### src/ddc_pkg.sv
// ----------------------------------------------------------------------------
// ddc_pkg
// Shared types, constants and the quarter-wave sine table of the down converter
// ----------------------------------------------------------------------------
package ddc_pkg;

  localparam int TAPS           = 127;
  localparam int TAP_AW         = $clog2(TAPS);
  localparam int MAX_DECIMATION = 1024;
  localparam int SINE_BITS      = 10;
  localparam int QUARTER        = 1 << (SINE_BITS - 2);
  localparam int COEF_WIDTH     = 18;
  localparam int PROD_W         = COEF_WIDTH + 16;
  localparam int ACC_W          = PROD_W + TAP_AW + 1;
  localparam int OUT_SHIFT      = COEF_WIDTH - 9;
  localparam longint HALF_PI_Q30 = 64'sd1686629713;
  localparam longint TAYLOR_DIV [7] = '{6, 20, 42, 72, 110, 156, 210};

  typedef enum logic [1:0] {
    OP_SAMPLE   = 2'd0,
    OP_LOAD     = 2'd1,
    OP_RESTART  = 2'd2,
    OP_RESERVED = 2'd3
  } opcode_t;

  typedef enum logic {
    CFG_PHASE_INC  = 1'b0,
    CFG_DECIMATION = 1'b1
  } cfg_reg_t;

  typedef enum logic [2:0] {
    S_IDLE,
    S_MUL,
    S_MIX,
    S_FIR,
    S_DRAIN,
    S_OUT
  } state_t;

  typedef struct packed {
    logic take;
    logic mul;
    logic mix_wr;
    logic issue;
    logic out_load;
  } cmd_t;

  typedef struct packed {
    logic last_tap;
    logic busy;
    logic emit;
    logic out_free;
  } sts_t;

  typedef logic signed [15:0] quad_t [0:QUARTER];

  function automatic quad_t build_quad();
    quad_t  q;
    longint x;
    longint x2;
    longint term;
    longint sum;
    longint r;
    for (int j = 0; j <= QUARTER; j++) begin
      x    = (HALF_PI_Q30 * longint'(j)) / QUARTER;
      x2   = (x * x) >>> 30;
      term = x;
      sum  = x;
      for (int n = 1; n <= 7; n++) begin
        term = ((term * x2) >>> 30) / TAYLOR_DIV[n-1];
        if (n % 2 == 1) sum = sum - term;
        else sum = sum + term;
      end
      if (sum < 0) sum = 0;
      r = (sum + 16384) >>> 15;
      if (r > 32767) r = 32767;
      q[j] = 16'(r);
    end
    return q;
  endfunction

  localparam quad_t SINE_QUAD = build_quad();

  function automatic logic signed [15:0] sine_at(input logic [SINE_BITS-1:0] k);
    logic [1:0]           quad;
    logic [SINE_BITS-2:0] idx;
    logic signed [15:0]   v;
    quad = k[SINE_BITS-1:SINE_BITS-2];
    idx  = quad[0] ? ((SINE_BITS-1)'(QUARTER) - {1'b0, k[SINE_BITS-3:0]})
                   : {1'b0, k[SINE_BITS-3:0]};
    v    = SINE_QUAD[idx];
    return quad[1] ? -v : v;
  endfunction

endpackage

### src/ddc_ctrl.sv
// ----------------------------------------------------------------------------
// ddc_ctrl
// Sequencer: accept, mix, delay line write, tap sweep, drain and result load
// ----------------------------------------------------------------------------
module ddc_ctrl (
  input  logic          clk,
  input  logic          rst_n,
  input  logic          in_valid,
  output logic          in_ready,
  input  logic [1:0]    in_opcode,
  input  ddc_pkg::sts_t sts,
  output ddc_pkg::cmd_t cmd
);
  import ddc_pkg::*;

  state_t state_r, state_nxt;

  always_ff @(posedge clk) begin
    if (!rst_n) state_r <= S_IDLE;
    else state_r <= state_nxt;
  end

  always_comb begin
    state_nxt = state_r;
    cmd       = '0;
    in_ready  = 1'b0;
    case (state_r)
      S_IDLE: begin
        in_ready = 1'b1;
        cmd.take = in_valid;
        if (in_valid && in_opcode == OP_SAMPLE) state_nxt = S_MUL;
      end
      S_MUL: begin
        cmd.mul   = 1'b1;
        state_nxt = S_MIX;
      end
      S_MIX: begin
        cmd.mix_wr = 1'b1;
        state_nxt  = S_FIR;
      end
      S_FIR: begin
        cmd.issue = 1'b1;
        if (sts.last_tap) state_nxt = S_DRAIN;
      end
      S_DRAIN: begin
        if (!sts.busy) state_nxt = sts.emit ? S_OUT : S_IDLE;
      end
      S_OUT: begin
        if (sts.out_free) begin
          cmd.out_load = 1'b1;
          state_nxt    = S_IDLE;
        end
      end
      default: state_nxt = S_IDLE;
    endcase
  end

  a_load_free: assert property (@(posedge clk) disable iff (!rst_n)
    cmd.out_load |-> sts.out_free) else $error("result loaded over a pending beat");
  a_mix_then_fir: assert property (@(posedge clk) disable iff (!rst_n)
    state_r == S_MIX |=> state_r == S_FIR) else $error("tap sweep did not follow mix");
  a_last_tap: assert property (@(posedge clk) disable iff (!rst_n)
    (state_r == S_FIR && sts.last_tap) |=> state_r == S_DRAIN)
    else $error("tap sweep overran");

endmodule

### config.mk
export PLATFORM = sky130hd
export DESIGN_NAME = ddc_ctrl
export DESIGN_NICKNAME = d
export VERILOG_FILES = /design/src/ddc_pkg.sv /design/src/ddc_ctrl.sv
export SDC_FILE = /design/constraint.sdc
export NUM_CORES = 1
export LEC_CHECK = 0
export BUFFER_PORTS_ARGS = -buffer_cell sky130_fd_sc_hd__clkbuf_2
export CORE_AREA = 2 2 39 41
export CTS_BUF_LIST = sky130_fd_sc_hd__clkbuf_16
export CTS_CLUSTER_DIAMETER = 100
export CTS_CLUSTER_SIZE = 14
export DETAILED_ROUTE_END_ITERATION = 10
export DIE_AREA = 0 0 41 43
export PLACE_DENSITY_LB_ADDON = 0.12
export SETUP_SLACK_MARGIN = 0.02
export SLEW_MARGIN = 15
export SYNTH_ARGS = -nofsm -noshare
export SYNTH_HDL_FRONTEND = slang
export SYNTH_SLANG_ARGS = --single-unit
### constraint.sdc
create_clock -name clk -period 1.2 [get_ports clk]
set_clock_uncertainty 0.2 [all_clocks]
set_input_delay 0.12 -clock clk [delete_from_list [all_inputs] [get_ports clk]]
set_output_delay 0.12 -clock clk [all_outputs]
set_load 0.01 [all_outputs]
==> report_table.html, run 1 <==
<table>
<tr><th>Metric</th><th>Value</th></tr>
<tr><th colspan="2">Logic synthesis</th></tr>
<tr><td>Sequential element share of the synthesized area</td><td>0.238</td></tr>
<tr><td>Simple-gate share of the synthesized area</td><td>0.455</td></tr>
<tr><td>Count of cell types in the netlist</td><td>20</td></tr>
<tr><td>Number of standard cells after synthesis</td><td>33</td></tr>
<tr><td>Top-area cell type share of the netlist area</td><td>0.238</td></tr>
<tr><td>Post-Syn Nets</td><td>42</td></tr>
<tr><td>Dominant cells by area after synthesis</td><td>sky130_fd_sc_hd__dfxtp_1, sky130_fd_sc_hd__nand2b_1, sky130_fd_sc_hd__a21oi_1</td></tr>
<tr><td>Mean instance size in the synthesized netlist</td><td>roughly 7.7 um^2</td></tr>
<tr><td>Adder and majority gate portion of the synthesized area</td><td>0</td></tr>
<tr><td>Post-synthesis cell area</td><td>253 um^2</td></tr>
<tr><td>Parity-gate share of the synthesized area counting xor and xnor cells</td><td>0</td></tr>
<tr><td>Cell type with the largest total area after synthesis</td><td>sky130_fd_sc_hd__dfxtp_1</td></tr>
<tr><td>Fraction of the mapped netlist area in compound gates</td><td>0.193</td></tr>
<tr><td>Mux contribution to synthesized area</td><td>0.0396</td></tr>
<tr><td>Yosys warning count</td><td>0</td></tr>
<tr><td>Main combinational cell family by area after synthesis</td><td>simple AND/OR/NAND/NOR gates</td></tr>
<tr><td>#FFs+latches synth</td><td>3</td></tr>
<tr><th colspan="2">Routing</th></tr>
<tr><td>Remaining DRCs</td><td>0</td></tr>
<tr><td>Final routed wirelength across all metal layers</td><td>735 um</td></tr>
<tr><td>Post-route antenna net violation count</td><td>0</td></tr>
<tr><td>Met3 WL post-DR</td><td>28 um</td></tr>
<tr><td>Length of routed met2 wiring</td><td>392 um</td></tr>
<tr><td>Wire length on met1</td><td>298 um</td></tr>
<tr><td>TritonRoute pass-1 iters</td><td>3</td></tr>
<tr><td>Routed length per instance</td><td>9.30 um</td></tr>
<tr><td>Uppermost layer routed</td><td>met4</td></tr>
<tr><td>Post-DR vias/cell</td><td>4.20</td></tr>
<tr><td>Total number of vias</td><td>332</td></tr>
<tr><td>Starting DRT DRC Count</td><td>3</td></tr>
<tr><th colspan="2">Worst setup path</th></tr>
<tr><td>Worst setup path category</td><td>reg -&gt; out</td></tr>
<tr><td>Arrival time at the worst endpoint</td><td>approximately 1.1 ns</td></tr>
<tr><td>CP Capture Type</td><td>output pin</td></tr>
<tr><td>Worst R2R Setup Slack</td><td>-0.10 ns</td></tr>
<tr><td>Required time worst endpoint</td><td>around 0.9 ns</td></tr>
<tr><td>Highest net fanout along the worst path</td><td>5</td></tr>
<tr><td>Startpoint Class</td><td>flop</td></tr>
<tr><th colspan="2">Cells and area</th></tr>
<tr><td>Largest registers in the final layout</td><td>state_r: 3 flops</td></tr>
<tr><td>Flip-flop count of the largest register after layout</td><td>3</td></tr>
<tr><td>Area occupied by multi-input gates</td><td>238 um^2</td></tr>
<tr><td>Footprint of the flip-flops and latches</td><td>about 70 um^2</td></tr>
<tr><td>Fraction of layout instances using a drive strength above 1</td><td>0.714</td></tr>
<tr><td>Highest-count cells in the layout ignoring fill and taps</td><td>sky130_fd_sc_hd__clkbuf_2, sky130_fd_sc_hd__buf_4, sky130_fd_sc_hd__buf_2, sky130_fd_sc_hd__buf_6, sky130_fd_sc_hd__nand2b_4</td></tr>
<tr><td>Layout Nets</td><td>73</td></tr>
<tr><td>Fill cells</td><td>148</td></tr>
<tr><td>Layout Area Growth over Synthesis</td><td>139%</td></tr>
<tr><td>Number of diodes added for antenna fixing</td><td>0</td></tr>
<tr><td>Largest register by flop count</td><td>state_r</td></tr>
<tr><td>Post-route cell area</td><td>604 um^2</td></tr>
<tr><th colspan="2">Clocking</th></tr>
<tr><td>Inserted Clock Buffers</td><td>3</td></tr>
<tr><td>Later-pin clock latency in the skew report</td><td>about 0.22 ns</td></tr>
<tr><td>Clk sink count</td><td>3</td></tr>
<tr><td>Deepest clock path buffer count</td><td>2</td></tr>
<tr><td>Number of H-tree levels</td><td>1</td></tr>
<tr><td>Clock transition time at the flip-flop clock pins of the worst setup and hold paths</td><td>0.03 ns</td></tr>
<tr><td>CTS tree</td><td>done</td></tr>
<tr><td>Root Buffer Master</td><td>sky130_fd_sc_hd__clkbuf_16</td></tr>
<tr><th colspan="2">STA</th></tr>
<tr><td>Total count of hold-check failures in the final report</td><td>0</td></tr>
<tr><td>Worst slew margin relative to its limit</td><td>0.873</td></tr>
<tr><td>Setup Total Neg Slack</td><td>-0.896 ns</td></tr>
<tr><td>Final Worst Setup Slack</td><td>-0.169 ns</td></tr>
<tr><td>Total count of max-transition violations in the final report</td><td>0</td></tr>
<tr><td># setup viols final</td><td>8</td></tr>
<tr><td>Final Critical Period</td><td>1.37 ns</td></tr>
<tr><td>Period Utilization, post-route</td><td>1.14</td></tr>
<tr><td>Worst Tran Pin Value</td><td>0.190 ns</td></tr>
<tr><td>Maximum clock frequency</td><td>between 700 and 800 MHz</td></tr>
<tr><td>RSZ-0062 raised after global routing</td><td>true</td></tr>
<tr><th colspan="2">Floorplan</th></tr>
<tr><td>Effective utilization at floorplan</td><td>0.183</td></tr>
<tr><td>Die area</td><td>approximately 1800 um^2</td></tr>
<tr><td>Area of the core</td><td>between 1000 and 1500 um^2</td></tr>
<tr><td>Cell row count</td><td>14</td></tr>
<tr><td>Height of the chip</td><td>43 um</td></tr>
<tr><td>Chip Width</td><td>approximately 40 um</td></tr>
<tr><td>I/O pin cnt</td><td>15</td></tr>
<tr><th colspan="2">Power and ir drop</th></tr>
<tr><td>Power density normalized to cell area</td><td>1550 nW/um^2</td></tr>
<tr><td>Worst VDD drop</td><td>~0.78 mV</td></tr>
<tr><td>Total power</td><td>0.938 mW</td></tr>
<tr><td>Standby leakage power</td><td>0.290 nW</td></tr>
<tr><th colspan="2">Global route</th></tr>
<tr><td>Grt ovf</td><td>0</td></tr>
<tr><td>Antenna violations before repair</td><td>0</td></tr>
<tr><td>Largest net degree at the start of global routing</td><td>7</td></tr>
<tr><td>Via count of the first global-routing pass</td><td>about 260</td></tr>
<tr><td>Wire length of the first global-routing pass</td><td>1.03 mm</td></tr>
<tr><td>Total global routing track utilization</td><td>0.0884</td></tr>
<tr><th colspan="2">Placed design</th></tr>
<tr><td>Last weighted congestion value of the routability-driven placer</td><td>between 0.6 and 0.7</td></tr>
<tr><td>Worst slack at placement</td><td>-0.134 ns</td></tr>
<tr><td>Count of buffers from port buffering</td><td>14</td></tr>
<tr><td>Instance area after placement</td><td>354 um^2</td></tr>
<tr><td>Post-detail-place hpwl</td><td>495 um</td></tr>
<tr><th colspan="2">Hold path</th></tr>
<tr><td>Type of the tightest min-delay check</td><td>in -&gt; reg</td></tr>
<tr><th colspan="2">Run status</th></tr>
<tr><td>Failing checks</td><td>setup timing</td></tr>
<tr><td>Status</td><td>finished, violations left</td></tr>
<tr><th colspan="2">Flow run</th></tr>
<tr><td>Max Cap Violations</td><td>0</td></tr>
</table>
[report_power, final]
group | total (mW) | leakage, nW | switching [mW] | internal [mW]
Clock | 0.518 | 0.0423 | 0.0886 | 0.429
Combinational | 0.296 | 0.221 | 0.122 | 0.174
Sequential | 0.124 | 0.0264 | 0.0130 | 0.111
[kinds of logic after synthesis]
logic type             count (synthesis)
AO/OA/AOI/OAI                          7
buffers and inverters                  3
flip-flops                             3
multiplexers                           1
AND/OR/NAND/NOR                       19
[final timing paths]
| kind | cells after the start | to | startpoint |
|---|---|---|---|
| setup / recovery | 3 | cmd[4] | state_r[2]$_SDFFE_PN0P_ |
| hold / removal | 4 | state_r[0]$_SDFFE_PN0P_ | in_opcode[0] |
| setup reg to reg | 6 | state_r[0]$_SDFFE_PN0P_ | state_r[0]$_SDFFE_PN0P_ |
| hold reg to reg | 3 | state_r[1]$_SDFFE_PN0P_ | state_r[2]$_SDFFE_PN0P_ |
[per-stage QoR]
| stage | hold slack, ns | utilization | std cells |
|---|---|---|---|
| finish | 0.0219 | 0.437 | 79 |
| global route | 0.0376 | 0.437 | 79 |
| CTS | 0.0111 | 0.392 | 76 |
| detailed placement | 0.173 | 0.256 | 65 |
| global placement | 0.164 | 0.256 | 65 |
| floorplan | 0.0521 | - | 33 |
[cells in the mapped netlist]
master / instances
sky130_fd_sc_hd__a21oi_1: 3
sky130_fd_sc_hd__and2_0: 1
sky130_fd_sc_hd__and2_1: 1
sky130_fd_sc_hd__buf_6: 1
sky130_fd_sc_hd__dfxtp_1: 3
sky130_fd_sc_hd__inv_1: 1
sky130_fd_sc_hd__inv_2: 1
sky130_fd_sc_hd__mux2i_1: 1
sky130_fd_sc_hd__nand2_1: 3
sky130_fd_sc_hd__nand2b_1: 3
sky130_fd_sc_hd__nand2b_2: 1
sky130_fd_sc_hd__nand2b_4: 1
sky130_fd_sc_hd__nor2_1: 4
sky130_fd_sc_hd__nor3_1: 2
sky130_fd_sc_hd__nor3_2: 1
sky130_fd_sc_hd__o211a_1: 1
sky130_fd_sc_hd__o21ai_2: 1
sky130_fd_sc_hd__o221ai_1: 1
sky130_fd_sc_hd__o22ai_1: 1
sky130_fd_sc_hd__or2b_1: 2
[layout make-up]
class                   count  share of cell area
flip-flops and latches      3               0.114
multi-input cells          27               0.393
clock inverters             1             0.00621
clock buffers               3               0.124
repair buffers             27               0.317
inverters                   2              0.0124
well taps                  16              0.0331
[critical path, stage by stage, from the launching register on]
cell and delay (ns):
sky130_fd_sc_hd__dfxtp_4 0.36, sky130_fd_sc_hd__nor3_4 0.21, sky130_fd_sc_hd__and2_4 0.17, sky130_fd_sc_hd__buf_6 0.09
[routing by layer]
metal	vias up	track usage
met2	7	0.113
met5	-	0
li1	173	-
met4	0	0.0600
met3	2	0.0314
met1	150	0.119
[timing repair]
item,CTS,global route
endpoints found under the hold margin,3,0
hold buffers,1,0
setup buffers,6,4
setup endpoints to repair,8,9
pin swaps,6,6
resized for setup,13,15
Note: power is estimated with default switching activity, not from simulation.
==> inputs of run 2 (changes only) <==
- ABC_AREA: unset -> 1
==> report_table.html, run 2 <==
<table>
<tr><th>Metric</th><th>Value</th></tr>
<tr><th colspan="2">Cells and area</th></tr>
<tr><td>Highest-count cells in the layout ignoring fill and taps</td><td>sky130_fd_sc_hd__nor2_4, sky130_fd_sc_hd__clkbuf_2, sky130_fd_sc_hd__buf_4</td></tr>
<tr><td>Fill cells</td><td>157 (+6.1%)</td></tr>
<tr><td>Flip-flop count of the largest register after layout</td><td>3 (unchanged)</td></tr>
<tr><td>Layout Nets</td><td>83 (+14%)</td></tr>
<tr><td>Largest registers in the final layout</td><td>state_r: 3 flops</td></tr>
<tr><td>Fraction of layout instances using a drive strength above 1</td><td>0.685 (-0.0294)</td></tr>
<tr><td>Largest register by flop count</td><td>state_r</td></tr>
<tr><td>Layout Area Growth over Synthesis</td><td>155%</td></tr>
<tr><td>Final Util</td><td>0.464 (+0.0271)</td></tr>
<tr><td>Post-route cell area</td><td>642 um^2 (+6.2%)</td></tr>
<tr><td>Area occupied by multi-input gates</td><td>239 um^2 (+0.53%)</td></tr>
<tr><td>Number of diodes added for antenna fixing</td><td>0 (unchanged)</td></tr>
<tr><td>Footprint of the flip-flops and latches</td><td>71.3 um^2 (+3.6%)</td></tr>
<tr><th colspan="2">Worst setup path</th></tr>
<tr><td>Startpoint Class</td><td>flop</td></tr>
<tr><td>Worst R2R Setup Slack</td><td>-0.14 ns (-0.04 ns)</td></tr>
<tr><td>Worst setup path category</td><td>reg -&gt; out</td></tr>
<tr><td>Arrival time at the worst endpoint</td><td>1.06 ns (about the same)</td></tr>
<tr><td>CP Capture Type</td><td>output pin</td></tr>
<tr><td>Highest net fanout along the worst path</td><td>5 (unchanged)</td></tr>
<tr><td>Required time worst endpoint</td><td>0.88 ns (about the same)</td></tr>
<tr><th colspan="2">Logic synthesis</th></tr>
<tr><td>Mean instance size in the synthesized netlist</td><td>5.72 um^2 (-25%)</td></tr>
<tr><td>Count of cell types in the netlist</td><td>16 (-20%)</td></tr>
<tr><td>Top-area cell type share of the netlist area</td><td>0.239 (+0.00118)</td></tr>
<tr><td>Sequential element share of the synthesized area</td><td>0.239 (+0.00118)</td></tr>
<tr><td>Async SR Flop Fraction</td><td>0 (unchanged)</td></tr>
<tr><td>Dominant cells by area after synthesis</td><td>sky130_fd_sc_hd__dfxtp_1, sky130_fd_sc_hd__nor2_1, sky130_fd_sc_hd__nand2_1</td></tr>
<tr><td>Post-synthesis cell area</td><td>251 um^2 (-0.49%)</td></tr>
<tr><td>Leading cell types by count after synthesis</td><td>sky130_fd_sc_hd__nor2_1, sky130_fd_sc_hd__nand2_1, sky130_fd_sc_hd__inv_1, sky130_fd_sc_hd__dfxtp_1, sky130_fd_sc_hd__nor2_2</td></tr>
<tr><td>Yosys warning count</td><td>0 (unchanged)</td></tr>
<tr><td>Post-Syn Nets</td><td>53 (+26%)</td></tr>
<tr><td>Cell with the most instances after synthesis</td><td>sky130_fd_sc_hd__nor2_1</td></tr>
<tr><td>#FFs+latches synth</td><td>3 (unchanged)</td></tr>
<tr><td>Prevailing post-synth register cell</td><td>sky130_fd_sc_hd__dfxtp_1</td></tr>
<tr><td>Number of standard cells after synthesis</td><td>44 (+33%)</td></tr>
<tr><td>Cell type with the largest total area after synthesis</td><td>sky130_fd_sc_hd__dfxtp_1</td></tr>
<tr><td>Number of enable-type register cells in the synthesized netlist</td><td>0 (unchanged)</td></tr>
<tr><th colspan="2">STA</th></tr>
<tr><td>Total count of hold-check failures in the final report</td><td>0 (unchanged)</td></tr>
<tr><td>Period Utilization, post-route</td><td>1.15 (+0.00523)</td></tr>
<tr><td>Hold slack</td><td>0.139 ns (+0.117 ns)</td></tr>
<tr><td>Worst slew margin relative to its limit</td><td>0.863 (-0.0109)</td></tr>
<tr><td>Final Worst Setup Slack</td><td>-0.175 ns (-0.00627 ns)</td></tr>
<tr><td>RSZ-0062 raised after global routing</td><td>true</td></tr>
<tr><td>Final Critical Period</td><td>1.38 ns (+0.00627 ns)</td></tr>
<tr><td>Maximum clock frequency</td><td>727 MHz (-0.46%)</td></tr>
<tr><td># setup viols final</td><td>9 (+1)</td></tr>
<tr><td>Worst Tran Pin Value</td><td>0.205 ns (+0.0156 ns)</td></tr>
<tr><td>Total count of max-transition violations in the final report</td><td>0 (unchanged)</td></tr>
<tr><th colspan="2">Clocking</th></tr>
<tr><td>Inserted Clock Buffers</td><td>3 (unchanged)</td></tr>
<tr><td>CTS tree</td><td>done</td></tr>
<tr><td>Root Buffer Master</td><td>sky130_fd_sc_hd__clkbuf_16</td></tr>
<tr><td>Deepest clock path buffer count</td><td>2 (unchanged)</td></tr>
<tr><td>Number of H-tree levels</td><td>1 (unchanged)</td></tr>
<tr><td>Clock transition time at the flip-flop clock pins of the worst setup and hold paths</td><td>0.03 ns (about the same)</td></tr>
<tr><td>Clk sink count</td><td>3 (unchanged)</td></tr>
<tr><td>Later-pin clock latency in the skew report</td><td>0.22 ns (about the same)</td></tr>
<tr><th colspan="2">Power and ir drop</th></tr>
<tr><td>Worst VDD drop</td><td>1.47 mV (+89%)</td></tr>
<tr><td>Standby leakage power</td><td>0.318 nW (+9.6%)</td></tr>
<tr><td>Power density normalized to cell area</td><td>2940 nW/um^2 (+89%)</td></tr>
<tr><th colspan="2">Global route</th></tr>
<tr><td>Via count of the first global-routing pass</td><td>327 (+27%)</td></tr>
<tr><td>Total global routing track utilization</td><td>0.109 (+0.0210)</td></tr>
<tr><td>Largest net degree at the start of global routing</td><td>7 (unchanged)</td></tr>
<tr><td>Grt ovf</td><td>0 (unchanged)</td></tr>
<tr><td>Wire length of the first global-routing pass</td><td>1.25 mm (+21%)</td></tr>
<tr><td>Antenna violations before repair</td><td>0 (unchanged)</td></tr>
<tr><th colspan="2">Hold path</th></tr>
<tr><td>Type of the tightest min-delay check</td><td>in -&gt; reg</td></tr>
<tr><th colspan="2">Placed design</th></tr>
<tr><td>Post-detail-place hpwl</td><td>533 um (+7.7%)</td></tr>
<tr><td>Last weighted congestion value of the routability-driven placer</td><td>0.749 (+24%)</td></tr>
<tr><td>Instance area after placement</td><td>404 um^2 (+14%)</td></tr>
<tr><td>Count of buffers from port buffering</td><td>14 (unchanged)</td></tr>
<tr><th colspan="2">Routing</th></tr>
<tr><td>Starting DRT DRC Count</td><td>0 (-3)</td></tr>
<tr><td>Post-route antenna net violation count</td><td>0 (unchanged)</td></tr>
<tr><td>Total number of vias</td><td>365 (+9.9%)</td></tr>
<tr><td>Final routed wirelength across all metal layers</td><td>757 um (+3.0%)</td></tr>
<tr><td>Remaining DRCs</td><td>0 (unchanged)</td></tr>
<tr><td>Post-DR vias/cell</td><td>4.10 (-2.4%)</td></tr>
<tr><td>TritonRoute pass-1 iters</td><td>1 (-2)</td></tr>
<tr><td>Routed length per instance</td><td>8.51 um (-8.6%)</td></tr>
<tr><th colspan="2">Floorplan</th></tr>
<tr><td>Chip Width</td><td>41 um (unchanged)</td></tr>
<tr><td>I/O pin cnt</td><td>15 (unchanged)</td></tr>
<tr><td>Cell row count</td><td>14 (unchanged)</td></tr>
<tr><td>Height of the chip</td><td>43 um (unchanged)</td></tr>
<tr><td>Die area</td><td>1760 um^2 (unchanged)</td></tr>
<tr><td>Area of the core</td><td>1380 um^2 (unchanged)</td></tr>
<tr><td>Effective utilization at floorplan</td><td>0.182 (-0.000904)</td></tr>
<tr><th colspan="2">Run status</th></tr>
<tr><td>Status</td><td>finished, violations left</td></tr>
<tr><td>Failing checks</td><td>setup timing</td></tr>
<tr><th colspan="2">Flow run</th></tr>
<tr><td>Max Cap Violations</td><td>0 (unchanged)</td></tr>
</table>
## run 2: cell types whose count changed in the layout (fill, tap and decap cells not counted), sizes merged, moves of 2 or more
cell / before / now
and2: 2 / 0
nor2: 4 / 14
a21oi: 3 / 1
inv: 3 / 9
nand2b: 5 / 0
nand2: 3 / 9
nand3: 0 / 3
or2b: 2 / 0
## run 2: worst max-delay path, cell delays in order, from the launching register on
cell and delay, ns:
sky130_fd_sc_hd__dfxtp_4 0.38, sky130_fd_sc_hd__nand2_1 0.11, sky130_fd_sc_hd__buf_4 0.15, sky130_fd_sc_hd__nor2_1 0.07
sky130_fd_sc_hd__buf_2 0.13
## run 2: cell families (layout without fill, tap and decap cells)
kind of cell           after synthesis  in the layout  synth area share
flip-flops                           3              3             0.239
AO/OA/AOI/OAI                        3              3            0.0746
buffers and inverters               10             39             0.164
AND/OR/NAND/NOR                     28             28             0.522
## run 2: final timing paths
path,startpoint,to,cells past startpoint
setup / recovery,state_r[0]$_SDFFE_PN0P_,cmd[1],4
setup reg to reg,state_r[2]$_SDFFE_PN0P_,state_r[2]$_SDFFE_PN0P_,8
hold / removal,in_opcode[0],state_r[2]$_SDFFE_PN0P_,6
hold reg to reg,state_r[0]$_SDFFE_PN0P_,state_r[0]$_SDFFE_PN0P_,2
## run 2: report_power, final
group / total, mW / leakage, nW / internal [mW] / switching, mW
logic: 1.09 / 0.249 / 0.582 / 0.511
clock network: 0.521 / 0.0423 / 0.430 / 0.0915
registers: 0.274 / 0.0267 / 0.174 / 0.0998
## run 2: repair_timing
action / 4_1_cts / 5_1_grt
setup buffers: 3 / 0
hold buffers: 1 / 0
pin swaps: 4 / 10
gates resized for setup: 14 / 24
endpoints found under the hold margin: 3 / 0
setup endpoints to repair: 8 / 9
## run 2: per-layer routing
metal | vias to the layer above | track usage | share of wire
met5 | - | 0 | 0
met4 | 0 | 0.120 | 0.037
met3 | 4 | 0.0157 | 0.067
met2 | 13 | 0.166 | 0.50
met1 | 157 | 0.113 | 0.39
li1 | 191 | - | -
## run 2: cell type report
class / instances / share of cell area
inverters: 9 / 0.0526
multi-input cells: 31 / 0.372
well taps: 16 / 0.0312
flip-flops and latches: 3 / 0.111
clock buffers: 3 / 0.117
clock inverters: 1 / 0.00585
repair buffers: 26 / 0.310
## run 2: metrics by stage
stage | power (mW) | worst slack [ns] | std cells | TNS, ns
global route | 2.04 | -0.223 | 89 | -1.58
global placement | 0.916 | -0.103 | 81 | -0.222
finish | 1.89 | -0.175 | 89 | -1.13
detailed placement | 0.908 | -0.0677 | 81 | -0.161
CTS | 1.71 | -0.200 | 89 | -1.26
floorplan | 0.646 | 0.0130 | 44 | 0
